<file path="config.mk">
export PLATFORM = sky130hd
export DESIGN_NAME = terminal_line_editor_core
export DESIGN_NICKNAME = d
export VERILOG_FILES = /design/src/hw/rtl/tle_pkg.sv /design/src/hw/rtl/tle_line_mem.sv /design/src/hw/rtl/terminal_line_editor_core.sv
export SDC_FILE = /design/constraint.sdc
export NUM_CORES = 1
export LEC_CHECK = 0
export ABC_AREA = 1
export BUFFER_PORTS_ARGS = -buffer_cell sky130_fd_sc_hd__buf_4
export CORE_ASPECT_RATIO = 0.7
export CORE_MARGIN = 3
export CORE_UTILIZATION = 27
export DETAILED_ROUTE_END_ITERATION = 8
export PLACE_DENSITY_LB_ADDON = 0.15
export SLEW_MARGIN = 5
export SYNTH_ARGS = -nofsm -noshare
export SYNTH_HDL_FRONTEND = slang
export SYNTH_HIERARCHICAL = 1
export SYNTH_SLANG_ARGS = --single-unit
export TNS_END_PERCENT = 1
</file>
<file path="constraint.sdc">
create_clock -name clk -period 3.75 [get_ports clk]
set_input_delay 0.1875 -clock clk [delete_from_list [all_inputs] [get_ports clk]]
set_output_delay 0.1875 -clock clk [all_outputs]
set_load 0.02 [all_outputs]
</file>
<file path="src/hw/rtl/tle_pkg.sv">
// tle_pkg: shared types and constants for the terminal line editor
// no dependencies; imported by tle_line_mem and terminal_line_editor_core
`timescale 1ns / 1ps

package tle_pkg;

	localparam int CNT_W  = 6;
	localparam int BYTE_W = 8;
	localparam int KIND_W = 2;
	localparam int SKIP_W = 2;

	// control characters seen on the terminal side
	localparam logic [BYTE_W-1:0] CHR_CR  = 8'h0D;
	localparam logic [BYTE_W-1:0] CHR_BS  = 8'h08;
	localparam logic [BYTE_W-1:0] CHR_DEL = 8'h7F;
	localparam logic [BYTE_W-1:0] CHR_ESC = 8'h1B;
	localparam logic [BYTE_W-1:0] CHR_SP  = 8'h20;
	localparam logic [BYTE_W-1:0] CHR_BEL = 8'h07;

	// result kinds
	localparam logic [KIND_W-1:0] KIND_ECHO = 2'd0;
	localparam logic [KIND_W-1:0] KIND_CHAR = 2'd1;
	localparam logic [KIND_W-1:0] KIND_END  = 2'd2;

	// bytes dropped after an escape
	localparam logic [SKIP_W-1:0] SKIP_N = 2'd2;

	localparam logic [CNT_W-1:0] MAX_LEN_RST = 6'd32;

	typedef enum logic [2:0] {
		ST_IDLE,
		ST_EXEC,
		ST_LINE,
		ST_BS,
		ST_END
	} tle_state_t;

	typedef enum logic [2:0] {
		CLS_CR,
		CLS_BS,
		CLS_ESC,
		CLS_PRINT,
		CLS_OTHER
	} tle_class_t;

	// line store access request
	typedef struct packed {
		logic              we;
		logic [CNT_W-1:0]  waddr;
		logic [BYTE_W-1:0] wdata;
		logic              re;
		logic [CNT_W-1:0]  raddr;
	} tle_mem_req_t;

	function automatic tle_class_t classify(input logic [BYTE_W-1:0] c);
		tle_class_t cls;
		if (c == CHR_CR)
			cls = CLS_CR;
		else if (c == CHR_BS || c == CHR_DEL)
			cls = CLS_BS;
		else if (c == CHR_ESC)
			cls = CLS_ESC;
		else if (c > CHR_SP && c < CHR_DEL)
			cls = CLS_PRINT;
		else
			cls = CLS_OTHER;
		return cls;
	endfunction

endpackage

</file>
<file path="src/hw/rtl/tle_line_mem.sv">
// tle_line_mem: synchronous line store, one write and one registered read port
// depends on tle_pkg for the request struct
`timescale 1ns / 1ps

module tle_line_mem #(
	parameter int DEPTH = 32,
	parameter int AW    = 5
) (
	input  logic                       clk,
	input  tle_pkg::tle_mem_req_t      req,
	output logic [tle_pkg::BYTE_W-1:0] rdata
);
	import tle_pkg::*;

	logic [BYTE_W-1:0] mem [DEPTH];

	// write port
	always_ff @(posedge clk) begin
		if (req.we)
			mem[req.waddr[AW-1:0]] <= req.wdata;
	end

	// read port, data holds until the next read
	always_ff @(posedge clk) begin
		if (req.re)
			rdata <= mem[req.raddr[AW-1:0]];
	end

endmodule

</file>
<file path="src/hw/rtl/terminal_line_editor_core.sv">
// Terminal line editor. Takes one received byte at a time and answers with echo bytes, or on
// carriage return with the stored line one character per result and then a line-end result
// carrying the length; an escape and the two bytes after it give no result. While the output
// side takes each result at once, the single read port of the line store sets the pace of one
// stored character per cycle. No new byte is taken until the previous one has placed its last
// result in the output register, which may still be waiting to be taken.
// depends on tle_pkg and tle_line_mem
`timescale 1ns / 1ps

module terminal_line_editor_core #(
	parameter int LINE_DEPTH = 32
) (
	input  logic                       clk,
	input  logic                       arst_n,
	input  logic                       cfg_wen,
	input  logic [tle_pkg::CNT_W-1:0]  cfg_wdata,
	input  logic                       rx_valid,
	output logic                       rx_ready,
	input  logic [tle_pkg::BYTE_W-1:0] rx_byte,
	output logic                       out_valid,
	input  logic                       out_ready,
	output logic [tle_pkg::KIND_W-1:0] out_kind,
	output logic [tle_pkg::BYTE_W-1:0] out_byte,
	output logic [tle_pkg::CNT_W-1:0]  line_length,
	output logic                       last
);
	import tle_pkg::*;

	localparam int AW = (LINE_DEPTH > 1) ? $clog2(LINE_DEPTH) : 1;
	localparam logic [CNT_W-1:0] DEPTH_C = CNT_W'(LINE_DEPTH);

	tle_state_t state_q, state_d;

	logic [CNT_W-1:0]  max_len_q;
	logic [CNT_W-1:0]  char_count_q, cnt_d;
	logic [SKIP_W-1:0] skip_q, skip_d;
	logic [CNT_W-1:0]  idx_q, idx_d;
	logic              bs_q, bs_d;
	logic [BYTE_W-1:0] byte_q;

	logic              out_valid_q;
	logic [KIND_W-1:0] out_kind_q;
	logic [BYTE_W-1:0] out_byte_q;
	logic [CNT_W-1:0]  out_len_q;
	logic              out_last_q;

	logic              ld;
	logic [KIND_W-1:0] o_kind;
	logic [BYTE_W-1:0] o_byte;
	logic [CNT_W-1:0]  o_len;
	logic              o_last;

	tle_mem_req_t      mreq;
	logic [BYTE_W-1:0] rdata;

	logic              out_free;
	logic [CNT_W-1:0]  lim;
	logic [CNT_W-1:0]  idx_nx;
	tle_class_t        cls;

	assign out_free = !out_valid_q || out_ready;
	assign lim      = (max_len_q > DEPTH_C) ? DEPTH_C : max_len_q;
	assign idx_nx   = idx_q + CNT_W'(1);
	assign cls      = classify(byte_q);

	tle_line_mem #(
		.DEPTH(LINE_DEPTH),
		.AW   (AW)
	) u_mem (
		.clk  (clk),
		.req  (mreq),
		.rdata(rdata)
	);

	// next state
	always_comb begin
		state_d = state_q;
		unique case (state_q)
			ST_IDLE: begin
				if (rx_valid)
					state_d = ST_EXEC;
			end
			ST_EXEC: begin
				if (skip_q != '0) begin
					state_d = ST_IDLE;
				end else begin
					unique case (cls)
						CLS_CR:  state_d = (char_count_q != '0) ? ST_LINE : ST_END;
						CLS_ESC: state_d = ST_IDLE;
						CLS_BS: begin
							if (out_free)
								state_d = (char_count_q != '0) ? ST_BS : ST_IDLE;
						end
						default: begin
							if (out_free)
								state_d = ST_IDLE;
						end
					endcase
				end
			end
			ST_LINE: begin
				if (out_free && idx_nx >= char_count_q)
					state_d = ST_END;
			end
			ST_BS: begin
				if (out_free && bs_q)
					state_d = ST_IDLE;
			end
			ST_END: begin
				if (out_free)
					state_d = ST_IDLE;
			end
			default: state_d = ST_IDLE;
		endcase
	end

	// datapath control and result selection
	always_comb begin
		ld     = 1'b0;
		o_kind = KIND_ECHO;
		o_byte = '0;
		o_len  = '0;
		o_last = 1'b0;
		mreq   = '0;
		cnt_d  = char_count_q;
		skip_d = skip_q;
		idx_d  = idx_q;
		bs_d   = bs_q;
		rx_ready = 1'b0;
		unique case (state_q)
			ST_IDLE: rx_ready = 1'b1;
			ST_EXEC: begin
				if (skip_q != '0) begin
					skip_d = skip_q - SKIP_W'(1);
				end else begin
					unique case (cls)
						CLS_CR: begin
							if (char_count_q != '0) begin
								mreq.re    = 1'b1;
								mreq.raddr = '0;
								idx_d      = '0;
							end
						end
						CLS_ESC: skip_d = SKIP_N;
						CLS_BS: begin
							if (out_free) begin
								ld = 1'b1;
								if (char_count_q != '0) begin
									o_byte = CHR_BS;
									cnt_d  = char_count_q - CNT_W'(1);
									bs_d   = 1'b0;
								end else begin
									o_byte = CHR_BEL;
									o_last = 1'b1;
								end
							end
						end
						CLS_PRINT: begin
							if (out_free) begin
								ld     = 1'b1;
								o_last = 1'b1;
								if (char_count_q < lim) begin
									mreq.we    = 1'b1;
									mreq.waddr = char_count_q;
									mreq.wdata = byte_q;
									o_byte     = byte_q;
									cnt_d      = char_count_q + CNT_W'(1);
								end else begin
									o_byte = CHR_BEL;
								end
							end
						end
						default: begin
							if (out_free) begin
								ld     = 1'b1;
								o_byte = CHR_BEL;
								o_last = 1'b1;
							end
						end
					endcase
				end
			end
			ST_LINE: begin
				if (out_free) begin
					ld     = 1'b1;
					o_kind = KIND_CHAR;
					o_byte = rdata;
					idx_d  = idx_nx;
					if (idx_nx < char_count_q) begin
						mreq.re    = 1'b1;
						mreq.raddr = idx_nx;
					end
				end
			end
			ST_BS: begin
				if (out_free) begin
					ld = 1'b1;
					if (!bs_q) begin
						o_byte = CHR_SP;
						bs_d   = 1'b1;
					end else begin
						o_byte = CHR_BS;
						o_last = 1'b1;
					end
				end
			end
			ST_END: begin
				if (out_free) begin
					ld     = 1'b1;
					o_kind = KIND_END;
					o_len  = char_count_q;
					o_last = 1'b1;
					cnt_d  = '0;
				end
			end
			default: ;
		endcase
	end

	// control registers
	always_ff @(posedge clk or negedge arst_n) begin
		if (!arst_n) begin
			state_q      <= ST_IDLE;
			max_len_q    <= MAX_LEN_RST;
			char_count_q <= '0;
			skip_q       <= '0;
			idx_q        <= '0;
			bs_q         <= 1'b0;
			out_valid_q  <= 1'b0;
		end else begin
			state_q      <= state_d;
			char_count_q <= cnt_d;
			skip_q       <= skip_d;
			idx_q        <= idx_d;
			bs_q         <= bs_d;
			if (cfg_wen)
				max_len_q <= cfg_wdata;
			if (ld)
				out_valid_q <= 1'b1;
			else if (out_ready)
				out_valid_q <= 1'b0;
		end
	end

	// payload registers
	always_ff @(posedge clk) begin
		if (rx_valid && rx_ready)
			byte_q <= rx_byte;
		if (ld) begin
			out_kind_q <= o_kind;
			out_byte_q <= o_byte;
			out_len_q  <= o_len;
			out_last_q <= o_last;
		end
	end

	assign out_valid   = out_valid_q;
	assign out_kind    = out_kind_q;
	assign out_byte    = out_byte_q;
	assign line_length = out_len_q;
	assign last        = out_last_q;

	// count never runs past the line store
	a_cnt_bound: assert property (@(posedge clk) disable iff (!arst_n)
		char_count_q <= DEPTH_C)
		else $error("char count beyond line depth");

	// line readout only covers stored characters
	a_idx_bound: assert property (@(posedge clk) disable iff (!arst_n)
		state_q == ST_LINE |-> idx_q < char_count_q)
		else $error("line readout index beyond count");

	// writes only while executing a byte, and only into free room
	a_write_room: assert property (@(posedge clk) disable iff (!arst_n)
		mreq.we |-> (state_q == ST_EXEC && char_count_q < DEPTH_C))
		else $error("line store write out of place");

	// line end leaves an end result and an empty line
	a_line_end: assert property (@(posedge clk) disable iff (!arst_n)
		(state_q == ST_END && out_free) |=>
			(out_valid && out_kind == KIND_END && last && char_count_q == '0))
		else $error("line end not delivered");

endmodule
</file>
* Word level (Yosys, flattened, before mapping) *
Memories as Yosys holds them, arrays and structs flattened. A register that Yosys moved wholly into a read port is not among the register bits.
Cells that the tools add are included.

cells by class
  reduce and logical (&&, ||, !) cells = 24
  $lt $le $gt $ge = 6
  add/sub/neg operators = 4
  multiplexer cells = 76
  eq/ne operators = 28

operator list
  operator                                                       number
  two-way mux 6 bit                                              13
  two-way mux 15 bit                                             4
  case mux 8 bit (3 select lines)                                2
  two-way mux 3 bit                                              12
  case mux 6 bit (2 select lines)                                3
  two-way mux 8 bit                                              4
  two-way mux 7 bit                                              4
  two-way mux 22 bit                                             1
  two-way mux 1 bit                                              19
  inequality test 2 bit, second input constant                   9
  equality test 8 x 4 -> 1 bit, second input constant            2
  case mux 3 bit (5 select lines)                                1
  case mux 7 bit (2 select lines)                                1
  adder 6 x 1 -> 6 bit, second input constant                    2
  equality test 3 x 2 -> 1 bit, second input constant            4
  less-than comparator 6 bit                                     2
  inequality test 3 bit, second input constant                   4
  nonzero test 2 bit                                             6
  case mux 3 bit (3 select lines)                                1
  equality test 8 x 5 -> 1 bit, second input constant            1
  equality test 8 x 7 -> 1 bit, second input constant            1
  greater-than comparator 8 x 6 -> 1 bit, second input constant  1
  less-than comparator 8 x 7 -> 1 bit, second input constant     1
  two-way mux 2 bit                                              4
  25 further kinds                                               36

storage, ports and cells
  input bits = 19
  bits in registers = 50
  bits in writable memories = 256
  memories kept = 1

memory list
  name       depth  width  rd ports  clocked after Yosys merged registers in  write ports  RTL line            text
  u_mem.mem  32     8      1         1                                        1            tle_line_mem.sv:15  logic [BYTE_W-1:0] mem [DEPTH];

* Logic depth before layout (Yosys ltp) *
Gate-level depths: netlist of run 1.

  word-level depth = 12
  mapped depth = 21
  gate-level depth less buffers = 19

* Modules after synthesis *
Netlist of run 1, hierarchy kept.

modules (own cells, without submodules)
  module                     area each (um^2)  instances  sequential area each (um^2)  cells each
  tle_line_mem               10866.7           1          7927.6                       922
  terminal_line_editor_core  3201.8            1          1377.6                       406

* Least setup slack after synthesis of run 1 *
No wires, ideal clock.

  path kind = flip-flop to flip-flop
  from = register idx_q[0]
  to = register u_mem/rdata[6] in the netlist's numbering (read register of u_mem.mem), data pin
  arrival = 2657 ps
  library setup time = 253 ps
  setup slack = 840 ps
  required time = 3497 ps
  stages on the path, launching flop included = 22
  cell sequence = dfrtp_1 -> ha_1 -> nand3_1 -> xor2_1 -> inv_1 -> ha_1 -> nand2_1 -> nor2_1 -> o21ai_0 -> nand3_1 -> nor2_1 -> inv_2 -> buf_6 -> buf_6 -> nand2_1 -> nand3_1 -> nand3_1 -> nand2_1 -> nand2_1 -> nand2_1 -> nand2_1 -> nand2_1

RTL lines
  what                    RTL line                          text
  from (decl)             terminal_line_editor_core.sv:37   logic [CNT_W-1:0] idx_q, idx_d;
  from (signal assigned)  terminal_line_editor_core.sv:234  idx_q <= idx_d;
  to (decl)               tle_line_mem.sv:11                output logic [tle_pkg::BYTE_W-1:0] rdata

==> results by group, run 1 <==
Run status
  • Status: finished clean

Setup path
  • Crit. Startpoint: idx_q[0]$_DFFE_PN0P_
  • Worst Path Arrival: 3700 ps
  • Slowest cell delay on critical path: 410 ps
  • Crit-path max FO: 48
  • Buf+Inv Stages, Crit Path: 4
  • Critical path cell sequence: ha_1 > nand3_1 > xor2_1 > inv_1 > ha_1 > nand2_1 > nor2_1 > o21ai_0 > nand3_1 > buf_4 > nor2_4 > inv_2 > buf_12 > nand3_1 > nand3_1 > nand2_1 > nand2_1 > nand2_1 > nand2_1 > nand2_1
  • Worst flop-to-flop path startpoint: idx_q[0]$_DFFE_PN0P_
  • Critical-path top delay cell: dfrtp_1
  • Setup slack, reg-to-reg: 330 ps
  • CP endpoint kind: register
  • Worst Setup EP: u_mem/rdata[0]$_DFFE_PP_
  • CP most frequent cell: nand2_1
  • FF-to-FF path depth: 20
  • Crit Path Class: reg -> reg
  • CP Depth: 20
  • RR Endpoint: u_mem/rdata[0]$_DFFE_PP_
  • Startpoint Class: register
  • Delay-heaviest family, CP: simple AND/OR/NAND/NOR gates
  • WP data required: 4030 ps

GRT
  • M1 GR Usage: 24.1%
  • Met2 GRT Util: 19.4%
  • Antenna violations before repair: 1
  • Grt peak-use layer: met1
  • Pin count of the biggest net entering global routing: 83
  • Gr usage total: 14.6%
  • Grt total ovfl: 0
  • First-pass GRT wire length: 60.6 mm
  • Vias in the first global route: 9516
  • M3 GR Usage: 2.78%

CTS
  • TritonCTS buffer count: 35
  • CTS tree: built
  • CTS root buffer: clkbuf_16
  • Clk Latency, worst-skew pair: 530 ps
  • Clock transition at path regs: 60 ps
  • CTS Buffer Depth: 3
  • # clock sinks: 314
  • CTS H-tree depth: 2

Finish
  • Nets: 1508
  • Fill cells: 5154
  • Area Overhead vs Synth: 20.0%
  • N_diodes: 0
  • Proportion of layout cells with a drive suffix above 1: 13.4%
  • Register area: 9310 sq um
  • Final Core Density: 33.0%
  • Area occupied by multi-input gates: 4250 sq um
  • Design area: 16900 sq um

STA
  • Slew HR: 44.8%
  • Tcrit/Tclk final: 91.3%
  • Final hold slack: 128 ps
  • Measured slew at the worst slew-check pin: 825 ps
  • Fin crit period: 3420 ps
  • Max Transition Viols Final: 0
  • Skew final: 12.1 ps
  • Hold Fails Final Rpt: 0
  • RSZ-0062 raised after global routing: no
  • F_max: 292 MHz
  • Final setup fails: 0
  • Setup ws final: 328 ps
  • Setup TNS: 0 ps

Detailed routing
  • Total wire length: 40.4 mm
  • DRC Markers: 0
  • DR WL/cell: 18.6 um
  • Vias per Instance: 4.53
  • Post-route ant nets: 0
  • DR iter-0 viols: 799
  • DR vias: 9830
  • DRT Pass-1 Iters: 5

Placement
  • Placement Cell Area: 15500 sq um
  • Place WS: 287 ps
  • Placer Congestion: 0.819
  • IO buf count: 37
  • DP HPWL: 26.2 mm

Logic synthesis
  • Syn Std Cell Area: 14100 sq um
  • Post-Syn Area per Cell: 10.6 sq um
  • Post-synthesis cell count: 1326
  • Warnings, synthesis: 6

Power
  • Pwr/cell area: 542 nW/um^2
  • P_leak: 0.00649 uW
  • VDD IR max: 0.248 mV

Die
  • # rows: 69
  • Die area: 54900 sq um
  • Core area: 51100 sq um
  • Initial Utilization: 27.5%
  • I/O Pins: 38
  • Die width: 279 um
  • Die Height: 197 um

Hold path
  • Hold crit path type: in -> async

Job
  • Max Cap Viol: 0
metrics by stage:
step / instances / power, uW
floorplan: 1357 / 5240
global placement: 2079 / 5800
detailed placement: 2079 / 5800
CTS: 2167 / 9250
global route: 2171 / 9600
finish: 2171 / 9140
timing repair:
action	in CTS	in global routing
hold endpoints to repair	39	0
gates resized for setup	0	4
setup buffers	0	4
hold buffers	24	0
setup endpoints to repair	0	3
worst register-to-register path, stage by stage, from the launching register on:
cell and delay, ps:
dfrtp_1 410, ha_1 230, nand3_1 100, xor2_1 260, inv_1 80, ha_1 270, nand2_1 60, nor2_1 130
o21ai_0 120, nand3_1 160, buf_4 180, nor2_4 50, inv_2 70, buf_12 230, nand3_1 180, nand3_1 230
nand2_1 140, nand2_1 80, nand2_1 60, nand2_1 70, nand2_1 50
state kept, by name, indices dropped and copies added (netlist names), 3 cells and up:
signal / flops
state_q: 3
u_mem/mem: 256
char_count_q: 6
byte_q: 8
idx_q: 6
u_mem/rdata: 8
out_byte: 8
max_len_q: 6
line_length: 6
metal layers:
layer | routed length, um | vias up
met5 | 0 | -
met1 | 21700 | 4718
met4 | 633 | 0
li1 | - | 4790
met2 | 15500 | 276
met3 | 2600 | 46
placed cells by master, fill, tap and decap left out, types with 3 or more instances in the layout:
cell type,count
inv_2,7
xor2_1,3
clkinv_1,8
nor2_2,12
nand4_1,7
nor3_1,6
dlygate4sd3_1,24
nand2_2,4
conb_1,32
a21oi_1,12
nand3_2,3
clkinv_2,4
nand2_1,458
nor2_1,95
nand3_1,225
buf_4,100
nor2_4,6
buf_12,6
bufinv_16,3
clkbuf_1,9
mux2_2,3
clkbuf_16,36
dfrtp_1,24
o22ai_1,3
o21ai_0,22
ha_1,18
inv_1,55
edfxtp_1,289
how the worst min path moves through the flow:
stage,start,endpoint,cells after the start
after floorplan,arst_n,bs_q$_DFFE_PN0P_,0
final,arst_n,out_valid$_DFFE_PN0P_,2
after CTS,arst_n,char_count_q[5]$_DFFE_PN0P_,2
after global routing,arst_n,state_q[1]$_DFFE_PN0P_,2
after detailed placement,arst_n,state_q[0]$_DFFE_PN0P_,1
after global placement,arst_n,state_q[0]$_DFFE_PN0P_,1
power breakdown:
group	switching [uW]	leakage, uW	internal (uW)
combinational	1070	0.00315	538
sequential	137	0.00280	4020
clock	1400	0.000541	1980
total	2610	0.00649	6540
cell type report:
cell class                      instances  share of cell area, %
Sequential cell                       314                   55.1
Multi-Input combinational cell        924                   25.2
Timing Repair Buffer                  131                   6.65
Clock buffer                           45                   5.54
Tap cell                              674                   5.00
Inverter                               64                   1.46
Clock inverter                         19                   1.07
Power figures use the tool's default switching activity.
==> run 2, diff against run 1 <==
==> constraint.sdc (replaced) <==
create_clock -name clk -period 4.04 [get_ports clk]
set_input_delay 0.202 -clock clk [delete_from_list [all_inputs] [get_ports clk]]
set_output_delay 0.202 -clock clk [all_outputs]
set_load 0.02 [all_outputs]
==> run 2 against run 1 <==
  * Setup slack better by 110 ps
  * Global-route usage is 0.17 points higher
  * Sequential power is 7.2% lower
  * Combinational power fell by 8%
  * Total power decreased by 6.9%
  * Flip-flop and latch count is the same
  * Die area unchanged
  * Cell area decreased by 0.19%
  * Final cell count decreased by 0.28%
  * Routed wire length hardly changed
  * Via count about the same
  * Largest cell class unchanged
==> results by group, run 2 (same netlist as run 1, synthesis figures left out) <==
Power
  • Tot Pwr: 8520 uW
  • P_leak: 0.00647 uW
  • VDD IR max: 0.218 mV
  • Pwr/cell area: 506 nW/um^2

CTS
  • Clock transition at path regs: 60 ps
  • CTS H-tree depth: 2
  • CTS Buffer Depth: 3
  • Postcts setup bufs: 0
  • Post-cts sizing count: 0
  • Clk Latency, worst-skew pair: 530 ps
  • CTS tree: built
  • CTS root buffer: clkbuf_16
  • Hold Buf Count CTS: 24
  • TritonCTS buffer count: 35
  • # clock sinks: 314

Die
  • Initial Utilization: 27.5%
  • Die area: 54900 sq um
  • Die width: 279 um
  • I/O Pins: 38
  • Core area: 51100 sq um
  • Die Height: 197 um
  • # rows: 69

Finish
  • Nets: 1502
  • Proportion of layout cells with a drive suffix above 1: 13.0%
  • Most frequent cells in the layout: nand2_1, edfxtp_1, nand3_1, nor2_1, buf_4
  • Largest register FFs: 256
  • Final Core Density: 33.0%
  • Area Overhead vs Synth: 19.8%
  • N_diodes: 0
  • Commonest non-fill, non-tap cell in the layout: nand2_1

GRT
  • Gr usage total: 14.8%
  • First-pass GRT wire length: 61.2 mm
  • Vias in the first global route: 9560
  • Pin count of the biggest net entering global routing: 53
  • Grt total ovfl: 0
  • Antenna violations before repair: 0

Detailed routing
  • DRT Pass-1 Iters: 5
  • DRC Markers: 0
  • DR vias: 9834
  • DR iter-0 viols: 937
  • Vias per Instance: 4.54
  • DR WL/cell: 18.7 um
  • Post-route ant nets: 0
  • Total wire length: 40.4 mm

Setup path
  • Crit-path max FO: 32
  • Crit. Startpoint: idx_q[0]$_DFFE_PN0P_
  • Startpoint Class: register
  • Worst Path Arrival: 3900 ps
  • Crit Path Class: reg -> reg
  • WP data required: 4340 ps
  • CP endpoint kind: register
  • Worst flop-to-flop path startpoint: idx_q[0]$_DFFE_PN0P_

STA
  • Max Transition Viols Final: 0
  • Setup TNS: 0 ps
  • Hold Fails Final Rpt: 0
  • RSZ-0062 raised after global routing: no
  • Final hold slack: 161 ps
  • F_max: 277 MHz
  • Slew HR: 31.6%
  • Final setup fails: 0
  • Measured slew at the worst slew-check pin: 1020 ps
  • Skew final: 23.2 ps
  • Fin crit period: 3600 ps
  • Tcrit/Tclk final: 89.2%

Placement
  • Placer Congestion: 0.835
  • IO buf count: 37
  • DP HPWL: 26.5 mm

Job
  • Max Cap Viol: 0

Hold path
  • Hold crit path type: in -> async

Run status
  • Status: finished clean
run 2: cell count changes in the layout (fill, tap and decap cells not counted), sizes merged:
cell,previous run,this run
inv,65,66
clkinv,13,9
buf,107,101
clkbuf,45,48
run 2: area by class of cell:
cell class / instances / area, sq um
fill: 5148 / 34300
clock inverter: 16 / 178
timing repair buffer: 125 / 1090
multi-input combinational: 924 / 4240
clock buffer: 48 / 956
inverter: 64 / 243
sequential: 314 / 9310
tap: 674 / 843
run 2: final timing paths:
| check | depth (start not counted) | slack (ps) | endpoint |
|---|---|---|---|
| setup / recovery | 20 | 440 | u_mem/rdata[0]$_DFFE_PP_ |
| max in group asynchronous | 2 | 3540 | max_len_q[5]$_DFFE_PN1P_ |
| setup reg to reg | 20 | 440 | u_mem/rdata[0]$_DFFE_PP_ |
| min in group clk | 3 | 230 | byte_q[4]$_DFFE_PP_ |
| hold reg to reg | 2 | 500 | bs_q$_DFFE_PN0P_ |
| hold / removal | 2 | 160 | bs_q$_DFFE_PN0P_ |
run 2: routing by layer:
layer  share of wire, %  vias up  GRT usage [%]
met4                1.5        0           3.03
met5                  0        -              0
met2                 39      243           20.1
met3                5.7       44           2.55
li1                   -     4782              -
met1                 54     4765           24.2
run 2: where the power goes:
part	switching, uW	leakage (uW)	total, uW	internal, uW
Combinational	984	0.00312	1480	498
Clock	1310	0.000545	3180	1870
Sequential	128	0.00280	3860	3730
Total	2420	0.00647	8520	6090
run 2: critical path, cell delays in order, from the launching register on:
cell and delay (ps):
dfrtp_1 470, ha_1 270, nand3_1 100, xor2_1 240
inv_1 80, ha_1 270, nand2_1 70, nor2_1 140
o21ai_0 120, nand3_1 170, buf_4 190, nor2_4 60
inv_2 80, buf_4 420, nand3_1 130, nand3_1 180
nand2_1 120, nand2_1 80, nand2_1 70, nand2_1 80
nand2_1 50
run 2: metrics by stage:
step	area, sq um	setup slack (ps)	cells
after global placement	15500	507	2077
after CTS	16800	435	2165
after detailed placement	15500	432	2077
final	16800	436	2165
after floorplan	14200	1150	1357
after global routing	16800	56.6	2165
